--- config.mk ---
export PLATFORM = sky130hd
export DESIGN_NAME = mux_scan_change_detector
export DESIGN_NICKNAME = d
export VERILOG_FILES = /design/src/hw/rtl/mscd_pkg.sv /design/src/hw/rtl/mscd_ram.sv /design/src/hw/rtl/mscd_fifo.sv /design/src/hw/rtl/mscd_front.sv /design/src/hw/rtl/mscd_back.sv /design/src/hw/rtl/mux_scan_change_detector.sv
export SDC_FILE = /design/constraint.sdc
export NUM_CORES = 1
export LEC_CHECK = 0
export ABC_AREA = 1
export ABC_CLOCK_PERIOD_IN_PS = 8300
export BUFFER_PORTS_ARGS = -buffer_cell sky130_fd_sc_hd__buf_2
export CORE_UTILIZATION = 50
export CTS_BUF_LIST = sky130_fd_sc_hd__clkbuf_8
export CTS_CLUSTER_DIAMETER = 100
export DETAILED_ROUTE_END_ITERATION = 7
export MAX_ROUTING_LAYER = met4
export PLACE_DENSITY = 0.66
export SETUP_SLACK_MARGIN = 0.1
export SLEW_MARGIN = 20
export SYNTH_ARGS = -nofsm -noshare
export SYNTH_HDL_FRONTEND = slang
export SYNTH_SLANG_ARGS = --single-unit
--- constraint.sdc ---
create_clock -name clk_i -period 8.3 [get_ports clk_i]
set_clock_uncertainty 0.15 [all_clocks]
set_input_delay 1.66 -clock clk_i [delete_from_list [all_inputs] [get_ports clk_i]]
set_output_delay 1.66 -clock clk_i [all_outputs]
set_load 0.05 [all_outputs]
--- src/hw/rtl/mscd_pkg.sv ---
// Shared types and constants for the multiplexed scan change detector.
// Used by the front end, back end and top level; no dependencies.
`timescale 1ns / 1ps

package mscd_pkg;

  localparam int SMP_W  = 10;  // sample / control value width
  localparam int HYST_W = 10;  // hysteresis register width
  localparam int IDX_W  = 6;   // control index width
  localparam int CH_W   = 4;   // channel field width

  localparam int POT_COUNT  = 42;
  localparam int BTN_COUNT  = 33;
  localparam int BANK_OFS   = 16;
  localparam int BANK_C_OFS = 32;
  localparam int EXTRA_BTN  = 32;
  localparam int POT_AW     = $clog2(POT_COUNT);
  localparam int BTN_AW     = $clog2(BTN_COUNT);

  // Channels that carry a bank C pot, and the one with the extra button
  localparam int CH_POT_C0 = 0;
  localparam int CH_POT_C1 = 4;
  localparam int CH_POT_C2 = 9;
  localparam int CH_EXTRA  = 6;

  localparam logic [HYST_W-1:0] HYST_RESET = HYST_W'(3);

  localparam int ITEM_Q_DEPTH = 2;
  localparam int OUT_Q_DEPTH  = 4;

  localparam logic CMD_SCAN  = 1'b0;
  localparam logic CMD_PRIME = 1'b1;

  typedef enum logic [1:0] {
    KIND_NONE = 2'd0,
    KIND_POT  = 2'd1,
    KIND_BTN  = 2'd2
  } kind_e;

  // Work slots of one item, in result order; the value is the mask bit
  typedef enum logic [2:0] {
    SL_POT_A = 3'd0,
    SL_POT_B = 3'd1,
    SL_POT_C = 3'd2,
    SL_BTN_A = 3'd3,
    SL_BTN_B = 3'd4,
    SL_BTN_X = 3'd5,
    SL_FIN   = 3'd6
  } slot_e;

  localparam int SLOT_W = 3;
  localparam int SLOT_N = 7;   // work slots plus the closing slot

  // Classified item handed from the front end to the back end
  typedef struct packed {
    logic                    prime;
    logic [SLOT_N-2:0]       mask;   // indexed by slot_e, closing slot excluded
    logic [IDX_W-1:0]        idx_a;
    logic [IDX_W-1:0]        idx_b;
    logic [IDX_W-1:0]        idx_c;
    logic [SMP_W-1:0]        smp_a;
    logic [SMP_W-1:0]        smp_b;
    logic [SMP_W-1:0]        smp_c;
    logic                    lvl_a;
    logic                    lvl_b;
    logic                    lvl_x;
    logic [CH_W-1:0]         channel;
  } mscd_item_t;

  // One result item
  typedef struct packed {
    kind_e                   kind;
    logic [IDX_W-1:0]        idx;
    logic [SMP_W-1:0]        value;
    logic [CH_W-1:0]         channel;
    logic                    last;
  } mscd_evt_t;

endpackage

--- src/hw/rtl/mscd_ram.sv ---
// Generic single-write, single-read RAM with registered read data.
// No dependencies.
`timescale 1ns / 1ps

module mscd_ram #(
  parameter int WIDTH = 8,
  parameter int DEPTH = 16
) (
  input  logic                     clk_i,
  input  logic                     we_i,
  input  logic [$clog2(DEPTH)-1:0] waddr_i,
  input  logic [WIDTH-1:0]         wdata_i,
  input  logic                     re_i,
  input  logic [$clog2(DEPTH)-1:0] raddr_i,
  output logic [WIDTH-1:0]         rdata_o
);

  logic [WIDTH-1:0] mem_q [DEPTH];
  logic [WIDTH-1:0] rdata_q;

  always_ff @(posedge clk_i) begin
    if (we_i) begin
      mem_q[waddr_i] <= wdata_i;
    end
    if (re_i) begin
      rdata_q <= mem_q[raddr_i];
    end
  end

  assign rdata_o = rdata_q;

endmodule

--- src/hw/rtl/mscd_fifo.sv ---
// Small flop-based FIFO with occupancy count.
// No dependencies.
`timescale 1ns / 1ps

module mscd_fifo #(
  parameter int WIDTH = 8,
  parameter int DEPTH = 2
) (
  input  logic                       clk_i,
  input  logic                       rst_ni,
  input  logic                       push_i,
  input  logic [WIDTH-1:0]           data_i,
  output logic                       full_o,
  input  logic                       pop_i,
  output logic                       valid_o,
  output logic [WIDTH-1:0]           data_o,
  output logic [$clog2(DEPTH+1)-1:0] count_o
);

  localparam int AW = $clog2(DEPTH);
  localparam int CW = $clog2(DEPTH + 1);

  logic [WIDTH-1:0] mem_q [DEPTH];
  logic [AW-1:0]    wr_ptr_q, wr_ptr_d, rd_ptr_q, rd_ptr_d;
  logic [CW-1:0]    cnt_q, cnt_d;

  always_comb begin
    wr_ptr_d = wr_ptr_q;
    rd_ptr_d = rd_ptr_q;
    cnt_d    = cnt_q;
    if (push_i) begin
      wr_ptr_d = (wr_ptr_q == AW'(DEPTH - 1)) ? '0 : wr_ptr_q + 1'b1;
    end
    if (pop_i) begin
      rd_ptr_d = (rd_ptr_q == AW'(DEPTH - 1)) ? '0 : rd_ptr_q + 1'b1;
    end
    if (push_i && !pop_i) begin
      cnt_d = cnt_q + 1'b1;
    end else if (pop_i && !push_i) begin
      cnt_d = cnt_q - 1'b1;
    end
  end

  always_ff @(posedge clk_i or negedge rst_ni) begin
    if (!rst_ni) begin
      wr_ptr_q <= '0;
      rd_ptr_q <= '0;
      cnt_q    <= '0;
    end else begin
      wr_ptr_q <= wr_ptr_d;
      rd_ptr_q <= rd_ptr_d;
      cnt_q    <= cnt_d;
    end
  end

  always_ff @(posedge clk_i) begin
    if (push_i) begin
      mem_q[wr_ptr_q] <= data_i;
    end
  end

  assign full_o  = (cnt_q == CW'(DEPTH));
  assign valid_o = (cnt_q != '0);
  assign data_o  = mem_q[rd_ptr_q];
  assign count_o = cnt_q;

endmodule

--- src/hw/rtl/mscd_front.sv ---
// Front end: accepts input items, advances the channel counter on scans and
// classifies each item into work slots. Depends on mscd_pkg.
`timescale 1ns / 1ps

module mscd_front
  import mscd_pkg::*;
#(
  parameter int CHANNELS = 16
) (
  input  logic             clk_i,
  input  logic             rst_ni,
  input  logic             in_valid_i,
  output logic             in_ready_o,
  input  logic             cmd_i,
  input  logic [CH_W-1:0]  prime_channel_i,
  input  logic [SMP_W-1:0] pot_a_i,
  input  logic [SMP_W-1:0] pot_b_i,
  input  logic [SMP_W-1:0] pot_c_i,
  input  logic             button_a_level_i,
  input  logic             button_b_level_i,
  input  logic             extra_level_i,
  input  logic             q_full_i,
  output logic             q_push_o,
  output mscd_item_t       q_item_o
);

  localparam int CW    = $clog2(CHANNELS);
  localparam int SUM_W = ((CW > CH_W) ? CW : CH_W) + 2;

  logic [CW-1:0]    cnt_q, cnt_d, cnt_nxt;
  logic             accept;
  logic [SUM_W-1:0] ch, idx_a, idx_b, idx_c;
  logic             is_prime;

  assign in_ready_o = !q_full_i;
  assign accept     = in_valid_i && !q_full_i;
  assign q_push_o   = accept;
  assign is_prime   = (cmd_i == CMD_PRIME);

  assign cnt_nxt = (cnt_q == CW'(CHANNELS - 1)) ? '0 : cnt_q + 1'b1;
  assign cnt_d   = (accept && !is_prime) ? cnt_nxt : cnt_q;

  always_ff @(posedge clk_i or negedge rst_ni) begin
    if (!rst_ni) begin
      cnt_q <= '0;
    end else begin
      cnt_q <= cnt_d;
    end
  end

  assign ch    = is_prime ? SUM_W'(prime_channel_i) : SUM_W'(cnt_nxt);
  assign idx_a = ch;
  assign idx_b = ch + SUM_W'(BANK_OFS);
  assign idx_c = ch + SUM_W'(BANK_C_OFS);

  always_comb begin
    q_item_o         = '0;
    q_item_o.prime   = is_prime;
    q_item_o.idx_a   = IDX_W'(idx_a);
    q_item_o.idx_b   = IDX_W'(idx_b);
    q_item_o.idx_c   = IDX_W'(idx_c);
    q_item_o.smp_a   = pot_a_i;
    q_item_o.smp_b   = pot_b_i;
    q_item_o.smp_c   = pot_c_i;
    q_item_o.lvl_a   = button_a_level_i;
    q_item_o.lvl_b   = button_b_level_i;
    q_item_o.lvl_x   = extra_level_i;
    q_item_o.channel = ch[CH_W-1:0];
    // drop any pot or button whose number falls outside its store
    q_item_o.mask[SL_POT_A] = idx_a < SUM_W'(POT_COUNT);
    q_item_o.mask[SL_POT_B] = idx_b < SUM_W'(POT_COUNT);
    if (is_prime) begin
      q_item_o.mask[SL_POT_C] = idx_c < SUM_W'(POT_COUNT);
    end else begin
      q_item_o.mask[SL_POT_C] = (ch == SUM_W'(CH_POT_C0)) || (ch == SUM_W'(CH_POT_C1))
                                || (ch == SUM_W'(CH_POT_C2));
      q_item_o.mask[SL_BTN_A] = idx_a < SUM_W'(BTN_COUNT);
      q_item_o.mask[SL_BTN_B] = idx_b < SUM_W'(BTN_COUNT);
      q_item_o.mask[SL_BTN_X] = (ch == SUM_W'(CH_EXTRA));
    end
  end

endmodule

--- src/hw/rtl/mscd_back.sv ---
// Back end: walks the work slots of each queued item, checks pots and
// buttons against their stores and orders the results. Depends on
// mscd_pkg, mscd_ram and mscd_fifo.
`timescale 1ns / 1ps

module mscd_back
  import mscd_pkg::*;
#(
  parameter int SAMPLE_BITS = 10
) (
  input  logic              clk_i,
  input  logic              rst_ni,
  input  logic [HYST_W-1:0] hyst_i,
  input  logic              item_valid_i,
  input  mscd_item_t        item_i,
  output logic              item_pop_o,
  output logic              evt_valid_o,
  output mscd_evt_t         evt_o,
  input  logic              evt_ready_i
);

  localparam int SW    = (SAMPLE_BITS < SMP_W) ? SAMPLE_BITS : SMP_W;
  localparam int SUM_W = HYST_W + 1;
  localparam int OCW   = $clog2(OUT_Q_DEPTH + 1);

  // ---------------- slot sequencer ----------------
  logic              busy_q, busy_d;
  logic [SLOT_N-1:0] rem_q, rem_d, rem_cur, rem_nxt;
  slot_e             sel;
  logic              issue;
  logic [OCW-1:0]    o_count;
  logic              o_full, o_push;
  mscd_evt_t         o_data;

  logic              e_valid_q;
  slot_e             e_slot_q;
  logic              e_prime_q;
  logic [IDX_W-1:0]  e_idx_q;
  logic [SW-1:0]     e_smp_q;
  logic              e_lvl_q;
  logic [CH_W-1:0]   e_ch_q;

  logic [IDX_W-1:0]  r_idx;
  logic [SW-1:0]     r_smp;
  logic              r_lvl;

  assign rem_cur = busy_q ? rem_q : {1'b1, item_i.mask};

  always_comb begin
    sel = SL_FIN;
    for (int i = SLOT_N - 1; i >= 0; i--) begin
      if (rem_cur[i]) sel = slot_e'(SLOT_W'(i));
    end
  end

  assign rem_nxt = rem_cur & ~(SLOT_N'(1) << sel);

  // hold issue until the output queue has room for whatever E may push
  assign issue = item_valid_i &&
                 (({1'b0, o_count} + (OCW + 1)'(e_valid_q)) < (OCW + 1)'(OUT_Q_DEPTH));
  assign item_pop_o = issue && (sel == SL_FIN);

  always_comb begin
    busy_d = busy_q;
    rem_d  = rem_q;
    if (issue) begin
      busy_d = (sel != SL_FIN);
      rem_d  = rem_nxt;
    end
  end

  always_comb begin
    r_idx = '0;
    r_smp = '0;
    r_lvl = 1'b0;
    unique case (sel)
      SL_POT_A: begin r_idx = item_i.idx_a; r_smp = item_i.smp_a[SW-1:0]; end
      SL_POT_B: begin r_idx = item_i.idx_b; r_smp = item_i.smp_b[SW-1:0]; end
      SL_POT_C: begin r_idx = item_i.idx_c; r_smp = item_i.smp_c[SW-1:0]; end
      SL_BTN_A: begin r_idx = item_i.idx_a; r_lvl = item_i.lvl_a; end
      SL_BTN_B: begin r_idx = item_i.idx_b; r_lvl = item_i.lvl_b; end
      SL_BTN_X: begin r_idx = IDX_W'(EXTRA_BTN); r_lvl = item_i.lvl_x; end
      SL_FIN:   begin r_idx = '0; end
      default:  begin r_idx = '0; end
    endcase
  end

  always_ff @(posedge clk_i or negedge rst_ni) begin
    if (!rst_ni) begin
      busy_q    <= 1'b0;
      rem_q     <= '0;
      e_valid_q <= 1'b0;
    end else begin
      busy_q    <= busy_d;
      rem_q     <= rem_d;
      e_valid_q <= issue;
    end
  end

  always_ff @(posedge clk_i) begin
    if (issue) begin
      e_slot_q  <= sel;
      e_prime_q <= item_i.prime;
      e_idx_q   <= r_idx;
      e_smp_q   <= r_smp;
      e_lvl_q   <= r_lvl;
      e_ch_q    <= item_i.channel;
    end
  end

  // ---------------- stores ----------------
  logic [SW-1:0]        pot_rdata, pot_old;
  logic                 btn_rdata, btn_old, btn_new;
  logic [POT_COUNT-1:0] pot_vld_q;
  logic [BTN_COUNT-1:0] btn_vld_q;
  logic                 pot_we, btn_we;
  logic                 pwr_en_q, bwr_en_q;
  logic [POT_AW-1:0]    pwr_addr_q;
  logic [BTN_AW-1:0]    bwr_addr_q;
  logic [SW-1:0]        pwr_data_q;
  logic                 bwr_data_q;
  logic                 pot_fwd, btn_fwd;

  mscd_ram #(.WIDTH(SW), .DEPTH(POT_COUNT)) u_pot_ram (
    .clk_i   (clk_i),
    .we_i    (pot_we),
    .waddr_i (e_idx_q[POT_AW-1:0]),
    .wdata_i (e_smp_q),
    .re_i    (issue),
    .raddr_i (r_idx[POT_AW-1:0]),
    .rdata_o (pot_rdata)
  );

  mscd_ram #(.WIDTH(1), .DEPTH(BTN_COUNT)) u_btn_ram (
    .clk_i   (clk_i),
    .we_i    (btn_we),
    .waddr_i (e_idx_q[BTN_AW-1:0]),
    .wdata_i (btn_new),
    .re_i    (issue),
    .raddr_i (r_idx[BTN_AW-1:0]),
    .rdata_o (btn_rdata)
  );

  // ---------------- evaluate stage ----------------
  logic              is_pot, is_btn, is_fin;
  logic [SUM_W-1:0]  b_plus_h, s_plus_h;
  logic              moved, new_evt;
  mscd_evt_t         ev, pend_q;
  logic              pend_v_q;

  assign is_pot = e_valid_q && ((e_slot_q == SL_POT_A) || (e_slot_q == SL_POT_B) ||
                                (e_slot_q == SL_POT_C));
  assign is_btn = e_valid_q && ((e_slot_q == SL_BTN_A) || (e_slot_q == SL_BTN_B) ||
                                (e_slot_q == SL_BTN_X));
  assign is_fin = e_valid_q && (e_slot_q == SL_FIN);

  // a write in the previous cycle is not yet in the registered read data
  assign pot_fwd = pwr_en_q && (pwr_addr_q == e_idx_q[POT_AW-1:0]);
  assign btn_fwd = bwr_en_q && (bwr_addr_q == e_idx_q[BTN_AW-1:0]);

  assign pot_old = pot_fwd ? pwr_data_q :
                   (pot_vld_q[e_idx_q[POT_AW-1:0]] ? pot_rdata : '0);
  assign btn_old = btn_fwd ? bwr_data_q :
                   (btn_vld_q[e_idx_q[BTN_AW-1:0]] ? btn_rdata :
                    (e_idx_q == IDX_W'(EXTRA_BTN)));

  assign b_plus_h = SUM_W'(pot_old) + SUM_W'(hyst_i);
  assign s_plus_h = SUM_W'(e_smp_q) + SUM_W'(hyst_i);
  assign moved    = (SUM_W'(e_smp_q) > b_plus_h) || (s_plus_h < SUM_W'(pot_old));

  assign btn_new = (e_slot_q == SL_BTN_X) ? e_lvl_q : !e_lvl_q;

  assign pot_we  = is_pot && (e_prime_q || moved);
  assign btn_we  = is_btn && (btn_new != btn_old);
  assign new_evt = (is_pot && !e_prime_q && moved) || btn_we;

  always_comb begin
    ev         = '0;
    ev.kind    = is_pot ? KIND_POT : KIND_BTN;
    ev.idx     = e_idx_q;
    ev.value   = is_pot ? SMP_W'(e_smp_q) : SMP_W'(e_lvl_q);
    ev.channel = e_ch_q;
    ev.last    = 1'b0;
  end

  // keep the newest event back until it is known whether it is the last
  always_comb begin
    o_push = (new_evt && pend_v_q) || is_fin;
    o_data = pend_q;
    if (is_fin) begin
      if (!pend_v_q) begin
        o_data         = '0;
        o_data.kind    = KIND_NONE;
        o_data.channel = e_ch_q;
      end
      o_data.last = 1'b1;
    end
  end

  always_ff @(posedge clk_i or negedge rst_ni) begin
    if (!rst_ni) begin
      pend_v_q  <= 1'b0;
      pwr_en_q  <= 1'b0;
      bwr_en_q  <= 1'b0;
      pot_vld_q <= '0;
      btn_vld_q <= '0;
    end else begin
      if (new_evt) begin
        pend_v_q <= 1'b1;
      end else if (is_fin) begin
        pend_v_q <= 1'b0;
      end
      pwr_en_q <= pot_we;
      bwr_en_q <= btn_we;
      if (pot_we) pot_vld_q[e_idx_q[POT_AW-1:0]] <= 1'b1;
      if (btn_we) btn_vld_q[e_idx_q[BTN_AW-1:0]] <= 1'b1;
    end
  end

  always_ff @(posedge clk_i) begin
    if (new_evt) pend_q <= ev;
    pwr_addr_q <= e_idx_q[POT_AW-1:0];
    pwr_data_q <= e_smp_q;
    bwr_addr_q <= e_idx_q[BTN_AW-1:0];
    bwr_data_q <= btn_new;
  end

  mscd_fifo #(.WIDTH($bits(mscd_evt_t)), .DEPTH(OUT_Q_DEPTH)) u_out_q (
    .clk_i   (clk_i),
    .rst_ni  (rst_ni),
    .push_i  (o_push),
    .data_i  (o_data),
    .full_o  (o_full),
    .pop_i   (evt_valid_o && evt_ready_i),
    .valid_o (evt_valid_o),
    .data_o  (evt_o),
    .count_o (o_count)
  );

  // ---------------- checks ----------------
  a_out_no_overflow : assert property (@(posedge clk_i) disable iff (!rst_ni)
    o_push |-> !o_full)
    else $error("result pushed into a full output queue");

  a_pop_when_done : assert property (@(posedge clk_i) disable iff (!rst_ni)
    item_pop_o |-> (rem_nxt == '0))
    else $error("item released with work slots left");

  a_fin_flushes : assert property (@(posedge clk_i) disable iff (!rst_ni)
    is_fin |=> !pend_v_q)
    else $error("pending event survived the end of its item");

endmodule

--- src/hw/rtl/mux_scan_change_detector.sv ---
// Top level of the multiplexed pot and button scan change detector.
// Depends on mscd_pkg, mscd_front, mscd_fifo and mscd_back.
`timescale 1ns / 1ps
//
// Usage:
//  - Input channel (in_valid_i / in_ready_o): one item per scan step. cmd_i
//    selects a scan of the next channel or a prime of prime_channel_i.
//  - Output channel (out_valid_o / out_ready_i): one result item per event,
//    pots before buttons, or a single kind-none item; last_o marks the end.
//  - cfg_we_i / cfg_wdata_i write the hysteresis; write only while idle.
//  - The front end classifies an item into work slots and queues it; the back
//    end handles one slot per cycle while the output queue has room (bank A/B
//    pots, bank C pot, bank A/B buttons, extra button), then a closing slot.
//    Scans use the bank C slot on channels 0, 4 and 9 and the extra button
//    slot on channel 6; primes use pot slots only, bank C on channels 0 to 9.
//    That slot walk over the pot and button stores sets the rate.
//  - Idle back end: the first result enters the output queue when a second
//    event or the closing slot is evaluated, whichever comes first.
//  - Reset clears the channel counter, all pot baselines and button states
//    (extra button reads released) and loads a hysteresis of 3. Stores need
//    no clearing pass; per-entry valid bits stand in for the reset value.
//  - A stalled receiver fills the four-entry output queue, then the back end
//    holds, then the two-entry item queue fills and in_ready_o drops.

module mux_scan_change_detector
  import mscd_pkg::*;
#(
  parameter int CHANNELS    = 16,
  parameter int SAMPLE_BITS = 10
) (
  input  logic              clk_i,
  input  logic              rst_ni,
  input  logic              in_valid_i,
  output logic              in_ready_o,
  input  logic              cmd_i,
  input  logic [CH_W-1:0]   prime_channel_i,
  input  logic [SMP_W-1:0]  pot_a_i,
  input  logic [SMP_W-1:0]  pot_b_i,
  input  logic [SMP_W-1:0]  pot_c_i,
  input  logic              button_a_level_i,
  input  logic              button_b_level_i,
  input  logic              extra_level_i,
  output logic              out_valid_o,
  input  logic              out_ready_i,
  output logic [1:0]        kind_o,
  output logic [IDX_W-1:0]  control_index_o,
  output logic [SMP_W-1:0]  control_value_o,
  output logic [CH_W-1:0]   channel_o,
  output logic              last_o,
  input  logic              cfg_we_i,
  input  logic [HYST_W-1:0] cfg_wdata_i
);

  logic [HYST_W-1:0] hyst_q;
  logic              q_push, q_full, q_pop, q_valid;
  mscd_item_t        q_in, q_out;
  mscd_evt_t         evt;

  // hysteresis register, written directly by the config port
  always_ff @(posedge clk_i or negedge rst_ni) begin
    if (!rst_ni) begin
      hyst_q <= HYST_RESET;
    end else if (cfg_we_i) begin
      hyst_q <= cfg_wdata_i;
    end
  end

  // front end: accept, advance the channel counter, classify
  mscd_front #(.CHANNELS(CHANNELS)) u_front (
    .clk_i            (clk_i),
    .rst_ni           (rst_ni),
    .in_valid_i       (in_valid_i),
    .in_ready_o       (in_ready_o),
    .cmd_i            (cmd_i),
    .prime_channel_i  (prime_channel_i),
    .pot_a_i          (pot_a_i),
    .pot_b_i          (pot_b_i),
    .pot_c_i          (pot_c_i),
    .button_a_level_i (button_a_level_i),
    .button_b_level_i (button_b_level_i),
    .extra_level_i    (extra_level_i),
    .q_full_i         (q_full),
    .q_push_o         (q_push),
    .q_item_o         (q_in)
  );

  // short queue that decouples classification from execution
  mscd_fifo #(.WIDTH($bits(mscd_item_t)), .DEPTH(ITEM_Q_DEPTH)) u_item_q (
    .clk_i   (clk_i),
    .rst_ni  (rst_ni),
    .push_i  (q_push),
    .data_i  (q_in),
    .full_o  (q_full),
    .pop_i   (q_pop),
    .valid_o (q_valid),
    .data_o  (q_out),
    .count_o ()
  );

  // back end: pot and button checks, result ordering, output queue
  mscd_back #(.SAMPLE_BITS(SAMPLE_BITS)) u_back (
    .clk_i        (clk_i),
    .rst_ni       (rst_ni),
    .hyst_i       (hyst_q),
    .item_valid_i (q_valid),
    .item_i       (q_out),
    .item_pop_o   (q_pop),
    .evt_valid_o  (out_valid_o),
    .evt_o        (evt),
    .evt_ready_i  (out_ready_i)
  );

  assign kind_o          = evt.kind;
  assign control_index_o = evt.idx;
  assign control_value_o = evt.value;
  assign channel_o       = evt.channel;
  assign last_o          = evt.last;

endmodule

Word level (Yosys, flattened, before mapping)
Memory sizes are Yosys's and may differ from the RTL's. A register that Yosys moved wholly into a read port is not among the register bits.
Cells that the tools add are included.
Widths: inputs -> output; s select.
Word-level totals
  bits in registers: 176
  bits in writable memories: 665
  input bits: 53
  logic and storage cells: 181
  memories: 4
Operators by class
  add/subtract/negate cells: 14
  magnitude comparators: 10
  equal/unequal tests: 23
  shift operators: 1
  multiplexer cells: 47
  bitwise gates (word level): 4
  reduce and logical (&&, ||, !) cells: 48
Memories
  u_back.u_pot_ram.mem_q: depth 42, bits a word 10, rd ports 1, clocked after memory_dff 1, write ports 1, RTL line mscd_ram.sv:18  | logic [WIDTH-1:0] mem_q [DEPTH];
  u_item_q.mem_q: depth 2, bits a word 60, rd ports 1, clocked after memory_dff 0, write ports 1, RTL line mscd_fifo.sv:23  | logic [WIDTH-1:0] mem_q [DEPTH];
  u_back.u_out_q.mem_q: depth 4, bits a word 23, rd ports 1, clocked after memory_dff 0, write ports 1, RTL line mscd_fifo.sv:23
  u_back.u_btn_ram.mem_q: depth 33, bits a word 1, rd ports 1, clocked after memory_dff 1, write ports 1, RTL line mscd_ram.sv:18
Operators by type and width (number)
  $mux 23: 2
  $or 42x42->42: 1
  $or 33x33->33: 1
  $lt 6x6->1 const B: 5
  $pmux 10 s3: 1
  $mux 3: 8
  $pmux 6 s4: 1
  $add 10x10->11: 2
  $logic_and 1x1->1: 20
  $mux 1: 20
  $mux 10: 2
  $eq 3x3->1 const B: 6
  $bmux 1 s6: 2
  $eq 3x2->1 const B: 4
  $eq 6x3->1 const B: 2
  $mux 2: 6
  $gt 10x11->1: 1
  $lt 11x10->1: 1
  $logic_or 1x1->1: 10
  $logic_not 1->1: 8
  $mux 4: 2
  $reduce_bool 2->1: 4
  $and 7x7->7: 1
  $lt 6x7->1 const B: 1
  28 further kinds: 36

Depth between registers and ports, before layout
Gate-level depths: netlist of run 1.
  word-level depth: 15
  depth in mapped cells: 43
  mapped depth without buffers: 42

Cells and area by module
From an unflattened synthesis of run 1, not the netlist that was laid out.
Unflattened totals
  cells, all modules: 3382
  area total of the unflattened synthesis: 37768.7 um^2
Modules (own cells, without submodules)
  mscd_ram at u_back.u_pot_ram: times used 1, cells each 1462, area each 17476.8 um^2, sequential area each 12912.4 um^2
  mscd_back: times used 1, cells each 1064, area each 8466.9 um^2, sequential area each 3903.7 um^2
  mscd_fifo at u_item_q: times used 1, cells each 218, area each 4981.0 um^2, sequential area each 3823.7 um^2
  mscd_fifo at u_back.u_out_q: times used 1, cells each 320, area each 4090.2 um^2, sequential area each 2937.8 um^2
  mscd_ram at u_back.u_btn_ram: times used 1, cells each 166, area each 1611.5 um^2, sequential area each 1021.0 um^2
  mscd_front: times used 1, cells each 110, area each 762.0 um^2, sequential area each 100.1 um^2
  mux_scan_change_detector: times used 1, cells each 42, area each 380.4 um^2, sequential area each 252.7 um^2

Worst setup path before layout of run 1
Ideal clock, no wire load.
  path kind: register to register
  start: register u_back.e_idx_q[1]
  end: memory u_back.u_out_q.mem_q[0][0] (netlist name) (enable)
  setup time: 438 ps
  arrival: 6540 ps
  required time: 7712 ps
  slack: 1172 ps
  cell stages (with the launch flop): 33
  buffers on the path: 3
  clock period less this slack: 7128 ps
  path through: edfxtp_1 buf_2 inv_1 buf_2 nand2_1 nand3_1 nor2_1 nand2_1 nor2_1 clkinv_1 clkbuf_1 a31oi_1 inv_1 ha_1 nand3_1 nand2_1 a21oi_1 o21ai_0 a21oi_1 o21ai_0 nand2_1 nand2_1 a21oi_1 xor2_1 ha_1 nand4_1 or3_1 nand4_1 nand2_1 nand2_1 nand2_1 nand2_1 a21boi_0
Between the ends
  word-level cells in the longest chain between the ends: 13
  elaborated cells on any way between the ends: 24
  classes of those cells: add/sub: 1; order compare: 2; eq/ne: 3; mux: 10; reduce/logical: 8
Ends and longest elaborated chain
  start, declared: RTL line mscd_back.sv:38  | logic [IDX_W-1:0] e_idx_q;
  start signal, assigned: RTL line mscd_back.sv:104  | e_idx_q <= r_idx;
  $bmux 1 s6: RTL line mscd_back.sv:162  | (pot_vld_q[e_idx_q[POT_AW-1:0]] ? pot_rdata : '0);
  $mux 1 (not written as such): RTL line mscd_back.sv:162
  $mux 10: RTL line mscd_back.sv:162
  $mux 10: RTL line mscd_back.sv:161  | assign pot_old = pot_fwd ? pwr_data_q :
  $add 10x10->11: RTL line mscd_back.sv:167  | assign b_plus_h = SUM_W'(pot_old) + SUM_W'(hyst_i);
  $gt 10x11->1: RTL line mscd_back.sv:169  | assign moved = (SUM_W'(e_smp_q) > b_plus_h) || (s_plus_h < SUM_W'(pot_old));
  $logic_or 1x1->1: RTL line mscd_back.sv:169
  $logic_and 1x1->1: RTL line mscd_back.sv:175  | assign new_evt = (is_pot && !e_prime_q && moved) || btn_we;
  $logic_or 1x1->1 *: RTL line mscd_back.sv:175
  net u_back.new_evt: RTL line mscd_back.sv:147  | logic moved, new_evt;
  $logic_and 1x1->1 *: RTL line mscd_back.sv:188  | o_push = (new_evt && pend_v_q) || is_fin;
  $logic_or 1x1->1 *: RTL line mscd_back.sv:188
  $mux 1 *: RTL line mscd_fifo.sv:57  | if (push_i) begin
  $mux 1 (not written as such) *: RTL line mscd_fifo.sv:58  | mem_q[wr_ptr_q] <= data_i;
  end, declared: RTL line mscd_fifo.sv:23
The timed path passes the listed nets; every way through them passes the cells marked *. The select of a mux whose other input is x is not followed.

Final worst setup path of run 1
  start: register u_back.e_idx_q[1]
  end: memory u_back.u_pot_ram.mem_q[13][0] (netlist name) (enable)
Between the ends
  word-level cells in the longest chain between the ends: 11
  elaborated cells on any way between the ends: 14
  classes of those cells: add/sub: 1; order compare: 2; eq/ne: 1; mux: 6; reduce/logical: 4
Ends and longest elaborated chain
  $bmux 1 s6: RTL line mscd_back.sv:162
  $mux 1 (not written as such): RTL line mscd_back.sv:162
  $mux 10: RTL line mscd_back.sv:162
  $mux 10: RTL line mscd_back.sv:161
  $add 10x10->11: RTL line mscd_back.sv:167
  $gt 10x11->1: RTL line mscd_back.sv:169
  $logic_or 1x1->1: RTL line mscd_back.sv:169
  $logic_or 1x1->1: RTL line mscd_back.sv:173  | assign pot_we = is_pot && (e_prime_q || moved);
  $logic_and 1x1->1: RTL line mscd_back.sv:173
  $mux 1: RTL line mscd_ram.sv:22  | if (we_i) begin
  $mux 1 (not written as such): RTL line mscd_ram.sv:23  | mem_q[waddr_i] <= wdata_i;
  end, declared: RTL line mscd_ram.sv:18
Parallel ways exist; a longest one is shown, timed or not. The select of a mux whose other input is x is not followed.

==> results.txt, run 1 <==
----------------------------------------------------
[Synth]
  Most frequent cells after synthesis ... 701 x sky130_fd_sc_hd__nand2_1, 685 x sky130_fd_sc_hd__edfxtp_1, 316 x sky130_fd_sc_hd__inv_1
  Area of the mapped netlist ... between 30,000 and 40,000 sq um
  Average size of a mapped cell ... 11.1 sq um
  Number of enable flip-flop cells after synthesis ... slightly below 700
  Area share of and/or/nand/nor cells after synthesis ... 0.172
  Post-synthesis sequential element count ... roughly 810
  Count of cell types in the netlist ... 50
  Dominant combinational cell family by area after synthesis ... simple AND/OR/NAND/NOR gates
  Synthesized-area fraction occupied by ao, oa, aoi and oai cells ... 0.0669
  Biggest area contributors in the synthesized netlist ... sky130_fd_sc_hd__edfxtp_1 59%, sky130_fd_sc_hd__dfrtp_1 7.8%, sky130_fd_sc_hd__nand2_1 7.5%
  Warning count from the yosys run ... 0
  Synthesized-area fraction occupied by adder cells ... 0.0189
  Most numerous cell in the Yosys netlist ... sky130_fd_sc_hd__nand2_1
  Synthesized netlist net count ... 3,272
  Fraction of synthesized cell area taken by the top area cell type ... 0.587
  Share of the synthesized netlist area taken by xor and xnor gates ... 0.00675
  Mux cell area share after synthesis ... 0.00418
  Proportion of synthesized chip area in sequential cells ... 0.677
  Mapped Cells ... approximately 3,200
  Async set-reset flop share out of synthesis ... 0.137
  Synth Flop Type ... sky130_fd_sc_hd__edfxtp_1
  Dominant cell type by area after synthesis ... sky130_fd_sc_hd__edfxtp_1

[STA]
  Number of max-slew violations in the final report ... 0
  Post-layout min period ... just over 7 ns
  Maximum clock frequency ... roughly 140 MHz
  Final hold violations ... 0
  Slew of the pin with the lowest slew margin ... between 0.9 and 1 ns
  Fin Setup TNS ... 0 ns
  Setup ws final ... 1.18 ns
  Max_slew headroom ... 0.345
  Final setup fails ... 0
  Worst Hold Slack ... about 0.30 ns
  Setup repair after global routing missed its margin ... false
  Tcrit/Tclk final ... 0.858

[Critical path]
  Launching element type of the critical path ... register
  Worst reg2reg path depth ... 30
  Standard cell with the maximum stage delay on the critical path ... sky130_fd_sc_hd__nor2_1
  Capture point of the worst reg-to-reg path ... u_back.u_pot_ram.mem_q[13][0]$_DFFE_PP_
  Stage delay of the slowest cell on the critical path ... around 0.66 ns
  WP data arrival ... 7.36 ns
  Most numerous cell on the critical path ... sky130_fd_sc_hd__nand2_1
  Critical path data required time ... 8.54 ns
  Worst Path Class, Setup ... reg2reg
  Slack of the worst reg-to-reg path ... between 1 and 1.5 ns
  Maximum fanout encountered on the critical timing path ... 44
  Crit path capture type ... register
  Worst R2R Start ... u_back.e_idx_q[1]$_DFFE_PP_

[CTS]
  Clk root buf ... sky130_fd_sc_hd__clkbuf_8
  Clock tree from TritonCTS ... yes
  Number of levels in the clock H-tree ... 4
  Clock latency on the worst-skew pair ... about 0.8 ns
  Clock sink total ... about 810
  Number of setup buffers added after CTS ... 0
  Number of buffers on the longest clock path ... 3
  Number of cells upsized or downsized after cts ... 0
  Number of CTS-inserted buffers ... between 100 and 150
  Clock input transition at the sequential cells of the worst setup and hold paths ... about 0.060 ns
  Quantity of hold-fixing buffers added after cts ... 0

[Route]
  Via-to-Cell Ratio ... ~5.6
  Detail-routed net length per standard cell ... about 21 um
  Detailed Routing Iterations Pass 1 ... 5
  DRC violation count after routing ... 0
  Drt initial violations ... 2,614
  Total wire length after detailed routing ... 92.3 mm
  Post-route antenna net violation count ... 0
  Total number of vias ... about 24,000

[Pwr]
  Reported leakage power ... roughly 15 nW
  Total Power Consumption ... between 15 and 20 mW
  Pwr Density ... 419 nW/um^2
  Peak supply drop ... between 0.3 and 0.4 mV

[Min path]
  Worst Hold Path Cells ... 2
  Startpoint of the tightest hold check path ... u_back.btn_vld_q[11]$_DFFE_PN0P_
  Type of the tightest min-delay check ... reg2reg
  WHS Endpoint ... u_back.btn_vld_q[11]$_DFFE_PN0P_

[Floorplan]
  Die width ... around 270 um
  Die outline area ... roughly 71,000 sq um
  Placeable Area ... 68,900 sq um
  Die boundary height ... roughly 270 um
  Starting density of the core ... 0.508
  IO Pins ... about 80
  Placement row count ... between 90 and 100

[Cells and area]
  Layout cell share with drive strength beyond 1 ... 0.119
  Nets ... between 3,000 and 4,000
  Storage cell area ... 23,700 sq um
  Area of all placed cells without fillers ... a little under 40,000 sq um
  End-of-flow core utilization ... 0.565
  # fillers ... about 5,800
  Multi-input gate area in the final layout ... ~9500 sq um
  Final Non-Filler Cells ... about 4,300
  Layout area overhead ... 11.2%

[Global route]
  Via count of the first global-routing pass ... between 20,000 and 25,000
  Total track usage ... 0.271
  Antenna violations before repair ... 5
  Total global routing overflow ... 0
  Largest net degree at the start of global routing ... around 160
  Global-route wire length before repair ... 139 mm

[Placement]
  Pre-CTS setup slack ... between 1 and 1.5 ns
  Port-buffer cells ... slightly below 80
  Half-perimeter wire length after detailed placement ... between 50 and 60 mm
  Cell Count Post-Placement ... 4,070
  Area after DPL ... 36,300 sq um
  Weighted congestion reported at the end of routability-driven placement ... 0.928

[Run status]
  Status ... completed

[Flow run]
  Max-cap violations ... 0

----------------------------------------------------
==> sequential cells by signal, summed over array words and instances (netlist names), 22 cells and up <==
signal,count
u_back.btn_vld_q,33
u_back.u_pot_ram.mem_q,420
u_back.u_out_q.mem_q,92
u_back.pot_vld_q,42
u_back.pend_q,22
u_back.u_btn_ram.mem_q,33
u_item_q.mem_q,82
==> cells by family after synthesis <==
group,count (synthesis)
AO/OA/AOI/OAI,392
XOR/XNOR,27
adder cells (fa/ha/maj),51
buffers and inverters,479
flip-flops,813
multiplexers,13
AND/OR/NAND/NOR,1393
==> cells in the final DEF, fill, tap and decap left out, types with 57 or more instances in the layout <==
master	instances
sky130_fd_sc_hd__nand3b_1	57
sky130_fd_sc_hd__nand3_1	283
sky130_fd_sc_hd__edfxtp_1	685
sky130_fd_sc_hd__clkbuf_8	146
sky130_fd_sc_hd__buf_2	76
sky130_fd_sc_hd__nor2_1	256
sky130_fd_sc_hd__inv_1	352
sky130_fd_sc_hd__nand2_1	698
sky130_fd_sc_hd__o21ai_0	187
sky130_fd_sc_hd__dfrtp_1	109
==> area by class of cell <==
type,count,area share
clock inverters,101,0.0143
well taps,931,0.0299
diodes,1,0.0000643
multi-input cells,1876,0.244
flip-flops and latches,813,0.608
inverters,322,0.0311
repair buffers,128,0.0201
clock buffers,146,0.0516
==> report_power, final <==
part	internal [mW]	switching (mW)	leakage (nW)
Sequential	5.55	0.312	7.83
Combinational	1.76	5.33	6.17
Clock	1.73	1.61	1.45
Total	9.04	7.25	15.5
==> critical path, delay by kind of cell, from the launching register on <==
family	cells	cell delay [ns]
compound gates	6	1.24
xor+xnor	1	0.15
fa+ha+maj	2	0.59
buf+inv	5	1.45
flops	1	0.36
simple gates	16	2.73
==> worst max-delay path by stage <==
stage	from	end
6_report	u_back.e_idx_q[1]$_DFFE_PP_	u_back.u_pot_ram.mem_q[13][0]$_DFFE_PP_
5_1_grt	u_back.e_idx_q[1]$_DFFE_PP_	u_back.u_pot_ram.mem_q[27][4]$_DFFE_PP_
4_1_cts	u_back.e_idx_q[1]$_DFFE_PP_	u_back.u_pot_ram.mem_q[35][6]$_DFFE_PP_
3_5_place_dp	u_back.e_idx_q[1]$_DFFE_PP_	u_back.u_pot_ram.mem_q[35][4]$_DFFE_PP_
3_3_place_gp	u_back.e_idx_q[1]$_DFFE_PP_	u_back.u_pot_ram.mem_q[35][6]$_DFFE_PP_
2_1_floorplan	u_back.e_idx_q[1]$_DFFE_PP_	u_back.u_out_q.mem_q[0][0]$_DFFE_PP_
==> routing by layer <==
metal,vias to the layer above,track usage,wire length (um)
met5,-,-,0
met4,0,0.0913,2390
met3,170,0.0447,7200
met2,965,0.428,44300
met1,11800,0.360,38400
li1,11100,-,-
Note: power is estimated with default switching activity, not from simulation.
==> run 2, diff against run 1 <==
- SYNTH_HIERARCHICAL: default -> 1
==> results.txt, run 2 <==
----------------------------------------------------
[Critical path]
  Slack of the worst reg-to-reg path ... 1.08 ns (was 1.18 ns)
  Capture point of the worst reg-to-reg path ... u_back/u_pot_ram/mem_q[26][4]$_DFFE_PP_ (was u_back.u_pot_ram.mem_q[13][0]$_DFFE_PP_)
  Crit path capture type ... register (unchanged)
  Maximum fanout encountered on the critical timing path ... 24 (was 44)
  Critical path data required time ... 8.54 ns (about the same)
  First element of the critical path ... u_back/e_idx_q[0]$_DFFE_PP_ (was u_back.e_idx_q[1]$_DFFE_PP_)
  Standard cell with the maximum stage delay on the critical path ... sky130_fd_sc_hd__nor2_1 (unchanged)
  Critical path endpoint ... u_back/u_pot_ram/mem_q[26][4]$_DFFE_PP_ (was u_back.u_pot_ram.mem_q[13][0]$_DFFE_PP_)
  Launching element type of the critical path ... register (unchanged)
  Worst reg2reg path depth ... 29 (was 30)
  Stage delay of the slowest cell on the critical path ... 0.87 ns (was 0.66 ns)
  WP data arrival ... 7.46 ns (was 7.36 ns)
  Bufs and invs on worst path ... 4 (was 5)
  Kind of cell adding the most delay to the critical path ... simple AND/OR/NAND/NOR gates (unchanged)
  Stages on worst setup path ... 29 (was 30)
  Worst Path Class, Setup ... reg2reg (unchanged)
  Worst R2R Start ... u_back/e_idx_q[0]$_DFFE_PP_ (was u_back.e_idx_q[1]$_DFFE_PP_)

[CTS]
  Number of buffers on the longest clock path ... 3 (unchanged)
  Clock sink total ... 855 (was 813)
  Number of CTS-inserted buffers ... 139 (was 136)
  Number of setup buffers added after CTS ... 0 (unchanged)
  Clock tree from TritonCTS ... yes (unchanged)
  Clk root buf ... sky130_fd_sc_hd__clkbuf_8 (unchanged)
  Clock latency on the worst-skew pair ... 0.80 ns (was 0.78 ns)
  Clock input transition at the sequential cells of the worst setup and hold paths ... 0.06 ns (about the same)
  Number of cells upsized or downsized after cts ... 0 (unchanged)
  Number of levels in the clock H-tree ... 4 (unchanged)
  Quantity of hold-fixing buffers added after cts ... 0 (unchanged)

[Floorplan]
  Die width ... 277 um (was 267 um)
  Die boundary height ... 277 um (was 267 um)
  Placement row count ... 100 (was 96)
  IO Pins ... 78 (unchanged)
  Starting density of the core ... 0.506 (was 0.508)
  Die outline area ... 76,600 sq um (was 71,100 sq um)
  Placeable Area ... 74,600 sq um (was 68,900 sq um)

[STA]
  Final setup fails ... 0 (unchanged)
  Maximum clock frequency ... 139 MHz (was 140 MHz)
  Final hold violations ... 0 (unchanged)
  Slew of the pin with the lowest slew margin ... 1.05 ns (was 0.982 ns)
  Fin Setup TNS ... 0 ns (unchanged)
  Max_slew headroom ... 0.300 (was 0.345)
  Number of max-slew violations in the final report ... 0 (unchanged)
  Post-layout min period ... 7.22 ns (was 7.12 ns)
  Setup repair after global routing missed its margin ... false (unchanged)
  Tcrit/Tclk final ... 0.870 (was 0.858)

[Global route]
  Via count of the first global-routing pass ... 23,400 (was 23,600)
  Global-route wire length before repair ... 133 mm (was 139 mm)
  Largest net degree at the start of global routing ... 187 (was 164)
  Antenna violations before repair ... 1 (was 5)
  Total track usage ... 0.233 (was 0.271)
  Total global routing overflow ... 0 (unchanged)

[Route]
  Post-route antenna net violation count ... 0 (unchanged)
  Total number of vias ... 24,300 (was 24,000)
  DRC violation count after routing ... 0 (unchanged)
  Drt initial violations ... 2,228 (was 2,614)
  Via-to-Cell Ratio ... 5.36 (was 5.56)
  Detail-routed net length per standard cell ... 19.2 um (was 21.4 um)
  Total wire length after detailed routing ... 86.8 mm (was 92.3 mm)
  Detailed Routing Iterations Pass 1 ... 7 (was 5)

[Placement]
  Half-perimeter wire length after detailed placement ... 52.1 mm (was 57.5 mm)
  Cell Count Post-Placement ... 4,272 (was 4,070)
  Weighted congestion reported at the end of routability-driven placement ... 0.870 (was 0.928)
  Port-buffer cells ... 77 (unchanged)
  Area after DPL ... 38,300 sq um (was 36,300 sq um)

[Synth]
  Mapped Cells ... 3,381 (was 3,168)
  Area of the mapped netlist ... 37,800 sq um (was 35,000 sq um)
  Average size of a mapped cell ... 11.2 sq um (was 11.1 sq um)
  Warning count from the yosys run ... 6 (was 0)

[Cells and area]
  Layout cell share with drive strength beyond 1 ... 0.119 (about the same)
  Multi-input gate area in the final layout ... 10,300 sq um (was 9520 sq um)
  Largest reg by FF count ... u_back/u_pot_ram/mem_q (was u_back.u_pot_ram.mem_q)
  Most common cell after layout, fill and taps aside ... sky130_fd_sc_hd__nand2_1 (unchanged)
  Storage cell area ... 25,000 sq um (was 23,700 sq um)
  Nets ... 3,548 (was 3,381)
  Regs by FF count ... u_back/u_pot_ram/mem_q: 420 flops, u_item_q/mem_q: 124 flops, u_back/u_out_q/mem_q: 92 flops (was u_back.u_pot_ram.mem_q: 420 flops, u_back.u_out_q.mem_q: 92 flops, u_item_q.mem_q: 82 flops)
  Commonest non-fill, non-tap cells in the layout ... 910 x sky130_fd_sc_hd__nand2_1, 727 x sky130_fd_sc_hd__edfxtp_1, 393 x sky130_fd_sc_hd__nand3_1 (was 698 x sky130_fd_sc_hd__nand2_1, 685 x sky130_fd_sc_hd__edfxtp_1, 352 x sky130_fd_sc_hd__inv_1)
  Final Non-Filler Cells ... 4,523 (was 4,318)
  # fillers ... 6,369 (was 5,794)
  Max reg flops ... 420 (unchanged)
  Area of all placed cells without fillers ... 40,900 sq um (was 38,900 sq um)
  Layout area overhead ... 8.34% (was 11.2%)

[Flow run]
  Max-cap violations ... 0 (unchanged)

[Run status]
  Status ... completed (unchanged)

[Min path]
  Type of the tightest min-delay check ... reg2reg (unchanged)

----------------------------------------------------
run 2: cell type report:
cell class | instances | area share
clock inverter | 106 | 0.0143
clock buffer | 144 | 0.0484
antenna | 1 | 0.0000612
inverter | 300 | 0.0278
multi-input combinational | 2035 | 0.253
timing repair buffer | 113 | 0.0170
sequential | 855 | 0.610
tap | 969 | 0.0296
run 2: worst min path at each step:
stage	start	endpoint	slack, ns	depth (start not counted)
floorplan	u_back/btn_vld_q[0]$_DFFE_PN0P_	u_back/btn_vld_q[0]$_DFFE_PN0P_	0.27	2
global placement	u_back/btn_vld_q[20]$_DFFE_PN0P_	u_back/btn_vld_q[20]$_DFFE_PN0P_	0.28	2
detailed placement	u_back/btn_vld_q[20]$_DFFE_PN0P_	u_back/btn_vld_q[20]$_DFFE_PN0P_	0.28	2
CTS	u_back/btn_vld_q[20]$_DFFE_PN0P_	u_back/btn_vld_q[20]$_DFFE_PN0P_	0.30	2
global route	u_back/btn_vld_q[4]$_DFFE_PN0P_	u_back/btn_vld_q[4]$_DFFE_PN0P_	0.31	2
finish	u_back/btn_vld_q[0]$_DFFE_PN0P_	u_back/btn_vld_q[0]$_DFFE_PN0P_	0.30	2
run 2: layer usage:
layer	up-vias	part of all wire	global-route usage
met4	0	0.024	0.0811
met2	805	0.49	0.372
met5	-	0	-
met1	11700	0.42	0.302
met3	149	0.067	0.0417
li1	11600	-	-
run 2: through the flow:
stage	hold WS, ns	utilization	setup WS [ns]
finish	0.297	0.549	1.08
global route	0.313	0.549	0.513
CTS	0.298	0.549	1.13
detailed placement	0.284	0.514	1.16
global placement	0.280	0.514	1.35
floorplan	0.268	-	1.95
run 2: worst reg2reg max path, delay by kind of cell (launching register included):
family / cells / cell delay (ns)
fa+ha+maj: 2 / 0.58
xor+xnor: 1 / 0.09
buf+inv: 4 / 1.18
simple gates: 13 / 2.66
flops: 1 / 0.40
compound gates: 9 / 1.78
Power of run 2 is not shown: default switching activity piles up to over one toggle a cycle in this logic, so the estimate is an artifact.
